## src/sv/alsc_pkg.sv

```systemverilog
package alsc_pkg;

  typedef enum logic [1:0] {
    PH_HEADER  = 2'd0,
    PH_PAYLOAD = 2'd1,
    PH_PASS    = 2'd2
  } phase_e;

  typedef enum logic [1:0] {
    CFG_MODE          = 2'd0,
    CFG_TOTAL_SAMPLES = 2'd1,
    CFG_MESSAGE_LEN   = 2'd2
  } cfg_idx_e;

  localparam logic MODE_ENCODE = 1'b0;
  localparam logic MODE_DECODE = 1'b1;

  localparam int unsigned HeaderLen = 32;
  localparam int unsigned CfgWidth  = 31;

  typedef struct packed {
    logic signed [15:0] sample;
    logic [7:0]         message_byte;
  } in_t;

  typedef struct packed {
    logic signed [15:0] out_sample;
    logic               byte_taken;
    logic [7:0]         data_byte;
    logic               byte_valid;
    logic [1:0]         phase;
    logic               error;
  } out_t;

  typedef struct packed {
    logic        mode;
    logic [29:0] total_samples;
    logic [30:0] message_length;
  } cfg_t;

  typedef struct packed {
    logic       err;
    logic [1:0] sel;
  } density_t;

  // sparsest density whose sample count fits in the total samples; err if none
  function automatic density_t pick_density(logic [29:0] total, logic [31:0] len);
    logic [34:0] t;
    logic [34:0] l;
    density_t    r;
    t = {5'd0, total};
    l = {3'd0, len};
    r.err = 1'b0;
    if (t > {l[31:0], 3'd0}) begin
      r.sel = 2'd0;
    end else if (t > {l[32:0], 2'd0}) begin
      r.sel = 2'd1;
    end else if (t > {l[33:0], 1'b0}) begin
      r.sel = 2'd2;
    end else begin
      r.sel = 2'd3;
      r.err = (t < l);
    end
    return r;
  endfunction

endpackage

```

## src/sv/alsc_core.sv

```systemverilog
module alsc_core (
  input  logic          clk_i,
  input  logic          rst_ni,
  input  logic          step_i,
  input  alsc_pkg::in_t  in_i,
  input  alsc_pkg::cfg_t cfg_i,
  output alsc_pkg::out_t res_o
);
  import alsc_pkg::*;

  phase_e      phase_q, phase_d;
  logic [4:0]  hc_q, hc_d;
  logic [2:0]  ci_q, ci_d;
  logic [31:0] bl_q, bl_d;
  logic [31:0] ls_q, ls_d;
  logic [1:0]  dsel_q, dsel_d;
  logic [7:0]  bw_q, bw_d;
  logic        err_q, err_d;

  logic [15:0] s;
  logic [7:0]  mb;
  logic [31:0] ls_dec;
  logic [31:0] ls_enc;
  logic [31:0] len_sel;
  density_t    dens;
  logic [7:0]  mask;
  logic [3:0]  per_byte;
  logic [2:0]  sh;
  logic [2:0]  ci_n;
  logic        last;
  logic [15:0] os;
  logic [1:0]  ph_out;
  logic        taken;
  logic [7:0]  dbyte;
  logic        dvalid;
  logic [31:0] bl_n;

  assign s  = 16'(in_i.sample);
  assign mb = in_i.message_byte;

  // length word as it stands after this header sample
  assign ls_dec  = ((hc_q == 5'd0) ? 32'd0 : ls_q) | (32'(s[0]) << hc_q);
  assign ls_enc  = (hc_q == 5'd0) ? {1'b0, cfg_i.message_length} : ls_q;
  assign len_sel = (cfg_i.mode == MODE_ENCODE) ? {1'b0, cfg_i.message_length} : ls_dec;
  assign dens    = pick_density(cfg_i.total_samples, len_sel);

  always_comb begin
    case (dsel_q)
      2'd0:    begin mask = 8'h01; per_byte = 4'd8; end
      2'd1:    begin mask = 8'h03; per_byte = 4'd4; end
      2'd2:    begin mask = 8'h0F; per_byte = 4'd2; end
      default: begin mask = 8'hFF; per_byte = 4'd1; end
    endcase
  end

  assign sh   = 3'(ci_q << dsel_q);
  assign ci_n = ci_q + 3'd1;
  assign last = ({1'b0, ci_n} >= per_byte) || (ci_n == 3'd0);
  assign bl_n = bl_q - 32'd1;

  always_comb begin
    phase_d = phase_q;
    hc_d    = hc_q;
    ci_d    = ci_q;
    bl_d    = bl_q;
    ls_d    = ls_q;
    dsel_d  = dsel_q;
    bw_d    = bw_q;
    err_d   = err_q;
    os      = s;
    ph_out  = phase_q;
    taken   = 1'b0;
    dbyte   = 8'd0;
    dvalid  = 1'b0;
    case (phase_q)
      PH_HEADER: begin
        if (cfg_i.mode == MODE_ENCODE && hc_q == 5'd0 && dens.err) begin
          err_d   = 1'b1;
          phase_d = PH_PASS;
          ph_out  = PH_PASS;
        end else begin
          if (cfg_i.mode == MODE_ENCODE) begin
            os   = {s[15:1], ls_enc[0]};
            ls_d = ls_enc >> 1;
          end else begin
            ls_d = ls_dec;
          end
          if (hc_q == 5'(HeaderLen - 1)) begin
            hc_d = 5'd0;
            if (dens.err) begin
              err_d   = 1'b1;
              phase_d = PH_PASS;
            end else begin
              dsel_d  = dens.sel;
              bl_d    = len_sel;
              ci_d    = 3'd0;
              bw_d    = 8'd0;
              phase_d = (len_sel != 32'd0) ? PH_PAYLOAD : PH_PASS;
            end
          end else begin
            hc_d = hc_q + 5'd1;
          end
        end
      end
      PH_PAYLOAD: begin
        ci_d = ci_n;
        if (cfg_i.mode == MODE_ENCODE) begin
          os    = (s & ~{8'h00, mask}) | {8'h00, (mb >> sh) & mask};
          taken = last;
        end else begin
          bw_d = bw_q | ((s[7:0] & mask) << sh);
          if (last) begin
            dbyte  = bw_d;
            dvalid = 1'b1;
            bw_d   = 8'd0;
          end
        end
        if (last) begin
          ci_d = 3'd0;
          bl_d = bl_n;
          if (bl_n == 32'd0) begin
            phase_d = PH_PASS;
          end
        end
      end
      default: begin
      end
    endcase
  end

  assign res_o.out_sample = os;
  assign res_o.byte_taken = taken;
  assign res_o.data_byte  = dbyte;
  assign res_o.byte_valid = dvalid;
  assign res_o.phase      = ph_out;
  assign res_o.error      = err_d;

  always_ff @(posedge clk_i or negedge rst_ni) begin
    if (!rst_ni) begin
      phase_q <= PH_HEADER;
      hc_q    <= '0;
      ci_q    <= '0;
      bl_q    <= '0;
      ls_q    <= '0;
      dsel_q  <= '0;
      bw_q    <= '0;
      err_q   <= 1'b0;
    end else if (step_i) begin
      phase_q <= phase_d;
      hc_q    <= hc_d;
      ci_q    <= ci_d;
      bl_q    <= bl_d;
      ls_q    <= ls_d;
      dsel_q  <= dsel_d;
      bw_q    <= bw_d;
      err_q   <= err_d;
    end
  end

  // error is sticky until reset
  a_err_sticky: assert property (@(posedge clk_i) disable iff (!rst_ni)
    err_q |=> err_q)
    else $error("error flag cleared");

  a_no_both: assert property (@(posedge clk_i) disable iff (!rst_ni)
    !(res_o.byte_taken && res_o.byte_valid))
    else $error("byte taken and byte valid together");

  a_pass_quiet: assert property (@(posedge clk_i) disable iff (!rst_ni)
    (step_i && phase_q == PH_PASS) |-> (!res_o.byte_taken && !res_o.byte_valid))
    else $error("byte activity in pass-through");

  a_header_start: assert property (@(posedge clk_i) disable iff (!rst_ni)
    (phase_q != PH_HEADER) |-> (hc_q == 5'd0))
    else $error("header count left nonzero");

endmodule

```

## src/sv/audio_lsb_stego_codec.sv

```systemverilog
// throughput: one word per cycle while the output is not stalled; the input
// register and the result register form a two-stage pipeline with a
// single state update stage between them
// reset: asynchronous active low; clears configuration, codec state and
// pipeline valids, the block starts in the length header phase
module audio_lsb_stego_codec (
  input  logic                clk_i,
  input  logic                rst_ni,
  input  logic                in_valid_i,
  output logic                in_stall_o,
  input  alsc_pkg::in_t        in_data_i,
  output logic                out_valid_o,
  input  logic                out_stall_i,
  output alsc_pkg::out_t       out_data_o,
  input  logic                cfg_we_i,
  input  logic [1:0]          cfg_idx_i,
  input  logic [30:0]         cfg_data_i
);
  import alsc_pkg::*;

  cfg_t cfg_q;
  in_t  in_q;
  logic in_vld_q;
  out_t out_q;
  logic out_vld_q;
  out_t res;
  logic adv;

  assign adv        = in_vld_q && (!out_vld_q || !out_stall_i);
  assign in_stall_o = in_vld_q && !adv;

  always_ff @(posedge clk_i or negedge rst_ni) begin
    if (!rst_ni) begin
      cfg_q <= '0;
    end else if (cfg_we_i) begin
      case (cfg_idx_e'(cfg_idx_i))
        CFG_MODE:          cfg_q.mode           <= cfg_data_i[0];
        CFG_TOTAL_SAMPLES: cfg_q.total_samples  <= cfg_data_i[29:0];
        CFG_MESSAGE_LEN:   cfg_q.message_length <= cfg_data_i[CfgWidth-1:0];
        default: begin
        end
      endcase
    end
  end

  always_ff @(posedge clk_i or negedge rst_ni) begin
    if (!rst_ni) begin
      in_vld_q  <= 1'b0;
      out_vld_q <= 1'b0;
    end else begin
      if (in_valid_i && !in_stall_o) begin
        in_vld_q <= 1'b1;
      end else if (adv) begin
        in_vld_q <= 1'b0;
      end
      if (adv) begin
        out_vld_q <= 1'b1;
      end else if (!out_stall_i) begin
        out_vld_q <= 1'b0;
      end
    end
  end

  always_ff @(posedge clk_i) begin
    if (in_valid_i && !in_stall_o) begin
      in_q <= in_data_i;
    end
    if (adv) begin
      out_q <= res;
    end
  end

  alsc_core u_core (
    .clk_i  (clk_i),
    .rst_ni (rst_ni),
    .step_i (adv),
    .in_i   (in_q),
    .cfg_i  (cfg_q),
    .res_o  (res)
  );

  assign out_valid_o = out_vld_q;
  assign out_data_o  = out_q;

endmodule

```

## config.mk

```make
export PLATFORM = sky130hd
export DESIGN_NAME = audio_lsb_stego_codec
export DESIGN_NICKNAME = d
export VERILOG_FILES = /design/src/sv/alsc_pkg.sv /design/src/sv/alsc_core.sv /design/src/sv/audio_lsb_stego_codec.sv
export SDC_FILE = /design/constraint.sdc
export NUM_CORES = 1
export LEC_CHECK = 0
export BUFFER_PORTS_ARGS = -buffer_cell sky130_fd_sc_hd__buf_4
export CELL_PAD_IN_SITES_DETAIL_PLACEMENT = 1
export CELL_PAD_IN_SITES_GLOBAL_PLACEMENT = 2
export CORE_UTILIZATION = 43
export DETAILED_ROUTE_END_ITERATION = 7
export PLACE_DENSITY = 0.94
export SLEW_MARGIN = 20
export SYNTH_ARGS = -nofsm -noshare
export SYNTH_HDL_FRONTEND = slang
export SYNTH_SLANG_ARGS = --single-unit
```

## constraint.sdc

```tcl
create_clock -name clk_i -period 9.35 [get_ports clk_i]
set_clock_uncertainty 0.1 [all_clocks]
set_input_delay 1.87 -clock clk_i [delete_from_list [all_inputs] [get_ports clk_i]]
set_output_delay 1.87 -clock clk_i [all_outputs]
set_load 0.1 [all_outputs]
```

---- Yosys cells after proc, flatten, opt, wreduce, memory -nomap -nowiden ----
Index checks and enable logic that the tools add are counted.
cells by class
  order comparisons ....................... 5
  mux-type cells .......................... 51
  reductions and logical operators ........ 32
  $add $sub $neg .......................... 3
  bitwise logic cells ..................... 11
  eq/ne operators ......................... 14
  shift operators ......................... 4
operator list
  cell                   number
  $mux 32                8
  $pmux 32 s2            1
  $mux 8                 5
  $gt 30x35->1           1
  $gt 30x34->1           1
  $gt 30x33->1           1
  $logic_not 32->1       1
  $lt 30x32->1           1
  $or 32x32->32          1
  $pmux 16 s2            1
  $reduce_bool 32->1     1
  $shl 1x5->32           1
  $sub 32x1->32 const B  1
  $pmux 8 s3             1
  $mux 2                 10
  $and 16x16->16         1
  $and 8x8->8            2
  $mux 16                1
  $not 8->16             1
  $or 16x8->16           1
  $pmux 8 s2             1
  $mux 1                 15
  $reduce_and 5->1       3
  $mux 3                 4
  29 further kinds       56
word-level totals
  output and inout port bits .............. 31
  input port bits ......................... 62
  logic and storage cells ................. 141
  register bits after elaboration ......... 202

---- Longest topological paths before layout ----
  depth after elaboration ................. 12
  depth in mapped cells ................... 21
  gate-level depth less buffers ........... 16

---- Hierarchy ----
A second synthesis with hierarchy kept.
second synthesis, totals
  cell total of the unflattened synthesis .. 1379
  area, all modules ....................... 13685.6 um2
modules (own cells, without submodules)
  module                 area each (um2)  seq. area each (um2)  cells an instance  times used
  alsc_core              9530.4           2127.0                1185               1
  audio_lsb_stego_codec  4155.2           3193.1                194                1

---- Worst setup path before layout ----
No wires, ideal clock.
  path type ............................... register to register
  from .................................... register u_core.hc_q[0]
  to ...................................... register u_core.ls_q[24]
  cell stages (with the launch flop) ...... 18
  library setup time ...................... 128 ps
  data required time ...................... 9122 ps
  path buffers ............................ 4
  clock period less this slack ............ 4637 ps
  path slack .............................. 4713 ps
  arrival ................................. 4409 ps
  path through ............................ dfrtp_1 > inv_1 > ha_1 > or4b_1 > buf_2 > buf_1 > a22o_1 > mux2i_1 > ha_1 > a211oi_1 > o21bai_1 > o41a_1 > o21ai_0 > o21ai_4 > o41ai_2 > buf_6 > buf_6 > mux2_1
between the ends
  cells in the longest elaborated chain, start to end .. 11
  elaborated cells on any way between the ends .. 18
  classes of those cells .................. 4 x order compare; 1 x shift; 7 x mux; 2 x bitwise; 4 x reduce/logical
RTL lines
  element                                       RTL line                                           source
  from (decl)                                   alsc_core.sv:12                                    logic [4:0] hc_q, hc_d;
  from (signal assigned)                        alsc_core.sv:141                                   hc_q <= '0;
  from (signal assigned)                        alsc_core.sv:150                                   hc_q <= hc_d;
  $logic_not 5->1                               alsc_core.sv:42, alsc_core.sv:43, alsc_core.sv:77
  $mux 32                                       alsc_core.sv:42                                    assign ls_dec = ((hc_q == 5'd0) ? 32'd0 : ls_q) | (32'(s[0]) << hc_q);
  $or 32x32->32                                 alsc_core.sv:42
  $mux 32                                       alsc_core.sv:44                                    assign len_sel = (cfg_i.mode == MODE_ENCODE) ? {1'b0, cfg_i.message_length} : ls_dec;
  $gt 30x33->1 or $lt 30x32->1 (tied branches)  alsc_pkg.sv:58, alsc_pkg.sv:62
  $mux 1                                        alsc_pkg.sv:58                                     end else if (t > {l[33:0], 1'b0}) begin
  $mux 1                                        alsc_pkg.sv:56                                     end else if (t > {l[32:0], 2'd0}) begin
  $mux 1                                        alsc_pkg.sv:54                                     if (t > {l[31:0], 3'd0}) begin
  $logic_and 1x1->1                             alsc_core.sv:77                                    if (cfg_i.mode == MODE_ENCODE && hc_q == 5'd0 && dens.err) begin
  $not 1->1 (no source line)                    --
  $reduce_and 3->1 (no source line)             --
  to (signal assigned)                          alsc_core.sv:153                                   ls_q <= ls_d;
  to (decl)                                     alsc_core.sv:15                                    logic [31:0] ls_q, ls_d;
Parallel ways exist; a longest one is shown, timed or not.
A chain may end at the register's enable or synchronous reset.

---- Worst setup path after layout ----
  from .................................... register u_core.hc_q[0]
  to ...................................... register u_core.bl_q[23]
between the ends
  cells in the longest elaborated chain, start to end .. 11
  elaborated cells on any way between the ends .. 23
  classes of those cells .................. 4 x order compare; 4 x eq/ne; 1 x shift; 9 x mux; 1 x bitwise; 4 x reduce/logical
RTL lines
  element                                       RTL line                          source
  $logic_not 5->1                               alsc_core.sv:42, alsc_core.sv:77
  $mux 32                                       alsc_core.sv:42
  $or 32x32->32                                 alsc_core.sv:42
  $mux 32                                       alsc_core.sv:44
  $gt 30x33->1 or $lt 30x32->1 (tied branches)  alsc_pkg.sv:58, alsc_pkg.sv:62
  $mux 1                                        alsc_pkg.sv:58
  $mux 1                                        alsc_pkg.sv:56
  $mux 1                                        alsc_pkg.sv:54
  $logic_and 1x1->1                             alsc_core.sv:77
  $ne 2x2->1 (no source line)                   --
  $reduce_and 6->1 (no source line)             --
  to (signal assigned)                          alsc_core.sv:152                  bl_q <= bl_d;
  to (decl)                                     alsc_core.sv:14                   logic [31:0] bl_q, bl_d;
Parallel ways exist; a longest one is shown, timed or not. The select of a mux whose other input is x is not followed.

==> impl_metrics.csv <==
group,metric,value,unit
route,first_pass_iters,5,
timing,tightest_slew,1164,ps
timing,final_max_slew_viol_count,0,
cells_and_area,post-route-util,50.04,%
cts,postCtsHoldBufs,0,
pwr,ir_drop,0.1741,mV
logic_synthesis,syn_nets,1539,
logic_synthesis,syn-cell-area,13090,um^2
setup_path,cp_slowest_stage_delay,770,ps
die,core_area,29800,um^2
cts,cts.sinks,202,
timing,timing.fmax,151.5,MHz
logic_synthesis,ys_ff_latch,202,
logic_synthesis,synth.area.top_cells,"dfrtp_1 28%, edfxtp_1 12%, ha_1 12%, mux2_2 6.0%, nand2_1 4.8%",
cells_and_area,finalNetCount,1605,
global_routing,grt_use_total,27.56,%
global_routing,gr-total-overflow,0,
timing,period_minus_slack,6602,ps
timing,rsz0062_at_grt,"false",
setup_path,cp-end-kind,"flop",
timing,post-route-period-util,70.61,%
setup_path,crit_family,"simple AND/OR/NAND/NOR gates",
cts,cts_buffers,24,
die,die_h,176.5,um
run,drv_cap,0,
route,viasPerCell,6.161,
timing,max_slew_margin,22.37,%
placement,dp_hpwl,30.58,mm
route,vias,11270,
global_routing,grt_pass1_vias,11880,
logic_synthesis,synth_edf_count,53,
timing,finalSetupTns,0,ps
route,drc_errors,0,
timing,hold_viol,0,
setup_path,reg2reg_depth,16,
route,ant_nets,0,
cts,clockBufferDepth,3,
cts,cts_tree,"done",
placement,globalplace.congestion,0.8746,
logic_synthesis,synth_largest_area_cell,"dfrtp_1",
cts,post_cts_resized,0,
logic_synthesis,ys_seq_area_share,40.64,%
setup_path,crit_required,9650,ps
route,wire_per_inst,23.31,um
logic_synthesis,ys.flop_type,"dfrtp_1",
global_routing,antenna_found_initial,1,
pwr,power_density,216.7,nW/um^2
setup_path,cp.arrival,6910,ps
setup_path,cp_num_cells,16,
status,outcome,"finished clean",
logic_synthesis,syn_area_per_cell,9.669,um^2
cells_and_area,drive_gt1_share,17.66,%
logic_synthesis,syn_inst,1354,
die,initial_utilization,43.94,%
worst_hold_path,hold_class,"reg -> reg",
cts,clock_latency,540,ps
setup_path,cpMaxStageDelayCell,"nor4_1",
worst_hold_path,min_path_cells,0,
die,boundaryPins,93,
global_routing,grt_max_degree,85,
global_routing,grt_first_pass_wirelength,67.27,mm
route,wl,42.64,mm
setup_path,path_class,"reg -> reg",
pwr,total_leakage_power,6.410,nW
die,die_x,176.5,um
cts,cts_setup_buffers,0,
route,drtIter0Drc,650,
setup_path,cp-start-kind,"flop",
timing,setup_viol_count_final,0,
pwr,power,3.231,mW
cts,clock-root-buffer,"clkbuf_16",
logic_synthesis,async_reset_ff_share,73.76,%
setup_path,crit_fanout,30,
setup_path,critPathBufInv,4,
cells_and_area,layout.cells.most_common,"nand2_1",
logic_synthesis,ys_warn_count,0,
die,dieArea,31150,um^2
cts,cts.reportedPaths.clkPinSlew,60,ps
die,rows,63,
placement,port_buffers,92,
cts,htreeDepth,1,
cells_and_area,area_delta_synth_final,13.90,%
logic_synthesis,synth.top_cell.area_share,28.48,%
setup_path,path_cells,"inv_1 > ha_1 > or4b_1 > buf_4 > nand2_1 > a31oi_1 > inv_1 > ha_1 > nand4_1 > nor4_1 > a21oi_1 > a31oi_2 > o21ai_2 > buf_4 > and2_1 > o22a_1",
logic_synthesis,synthDistinctLibCells,84,
cells_and_area,mostFrequentLayoutCells,"166 x nand2_1, 148 x dfrtp_1, 123 x ha_1",
cells in the mapped netlist (9+ instances only):
library cell / instances
nand4_1: 26
and3_1: 15
edfxtp_1: 53
o22a_1: 13
nand2_1: 166
or4_1: 9
buf_1: 11
a21oi_1: 122
nor4_1: 14
dfrtp_1: 149
mux2_2: 70
inv_1: 33
nand2b_1: 13
nor2_1: 95
nor3_1: 18
a22oi_1: 9
a2bb2oi_1: 9
mux2_4: 9
nand3_1: 39
clkbuf_1: 45
a31oi_1: 11
o22ai_1: 12
a21boi_0: 10
o21ai_0: 80
a211oi_1: 11
mux2i_1: 18
ha_1: 123
per-layer routing:
metal  vias up  GRT usage (%)  share of wire [%]
met5         -              0                  0
met4         0          9.088                3.3
met3        79          3.144                3.9
met2       278          47.08                 49
met1      5731          36.17                 43
li1       5180              -                  -
cell families after synthesis:
group | Yosys count | share of synthesized area [%]
simple gates | 450 | 16.62
compound gates | 365 | 18.10
flops | 202 | 40.64
fa+ha+maj | 123 | 11.76
mux | 105 | 9.118
buf+inv | 104 | 3.431
xor+xnor | 5 | 0.3346
path summary, 6_finish.rpt:
path | slack [ps] | from | endpoint
worst min-delay path | 320 | in_q[20] | out_data_o[25]
max in group asynchronous | 6370 | rst_ni | u_core.phase_q[0]
worst min register to register | 320 | in_q[20] | out_data_o[25]
worst max register to register | 2750 | u_core.hc_q[0] | u_core.bl_q[23]
worst max-delay path | 2750 | u_core.hc_q[0] | u_core.bl_q[23]
min in group asynchronous | 1310 | rst_ni | u_core.bl_q[17]
where the power goes:
group	switching, mW	internal [mW]	leakage, nW
clock network	0.391	0.572	0.386
registers	0.130	1.01	2.36
logic	0.705	0.423	3.66
flip-flops by register name, summed over array words and instances, names as in the netlist, 2 cells and up:
register	cells
in_q	24
u_core.ci_q	3
u_core.bw_q	8
u_core.phase_q	2
u_core.ls_q	32
u_core.bl_q	32
out_data_o	29
cfg_q	62
u_core.hc_q	5
u_core.dsel_q	2
area by class of cell:
| cell class | instances | area [um^2] |
|---|---|---|
| well taps | 390 | 488.0 |
| flip-flops and latches | 202 | 5321 |
| inverters | 33 | 123.9 |
| diodes | 1 | 2.502 |
| multi-input cells | 1048 | 7340 |
| fillers | 3334 | 14890 |
| repair buffers | 111 | 837.1 |
| clock buffers | 30 | 644.4 |
| clock inverters | 14 | 153.9 |
stage by stage:
step	cell area, um^2	hold WS (ps)	instances	setup WS (ps)
final	14910	322.8	1829	2748
after global routing	14910	329.9	1828	2520
after CTS	14910	324.7	1828	2866
after detailed placement	14110	308.9	1784	2959
after global placement	14110	301.1	1784	3073
after floorplan	13090	300.3	1354	4713
(Power assumes the default switching activity.)
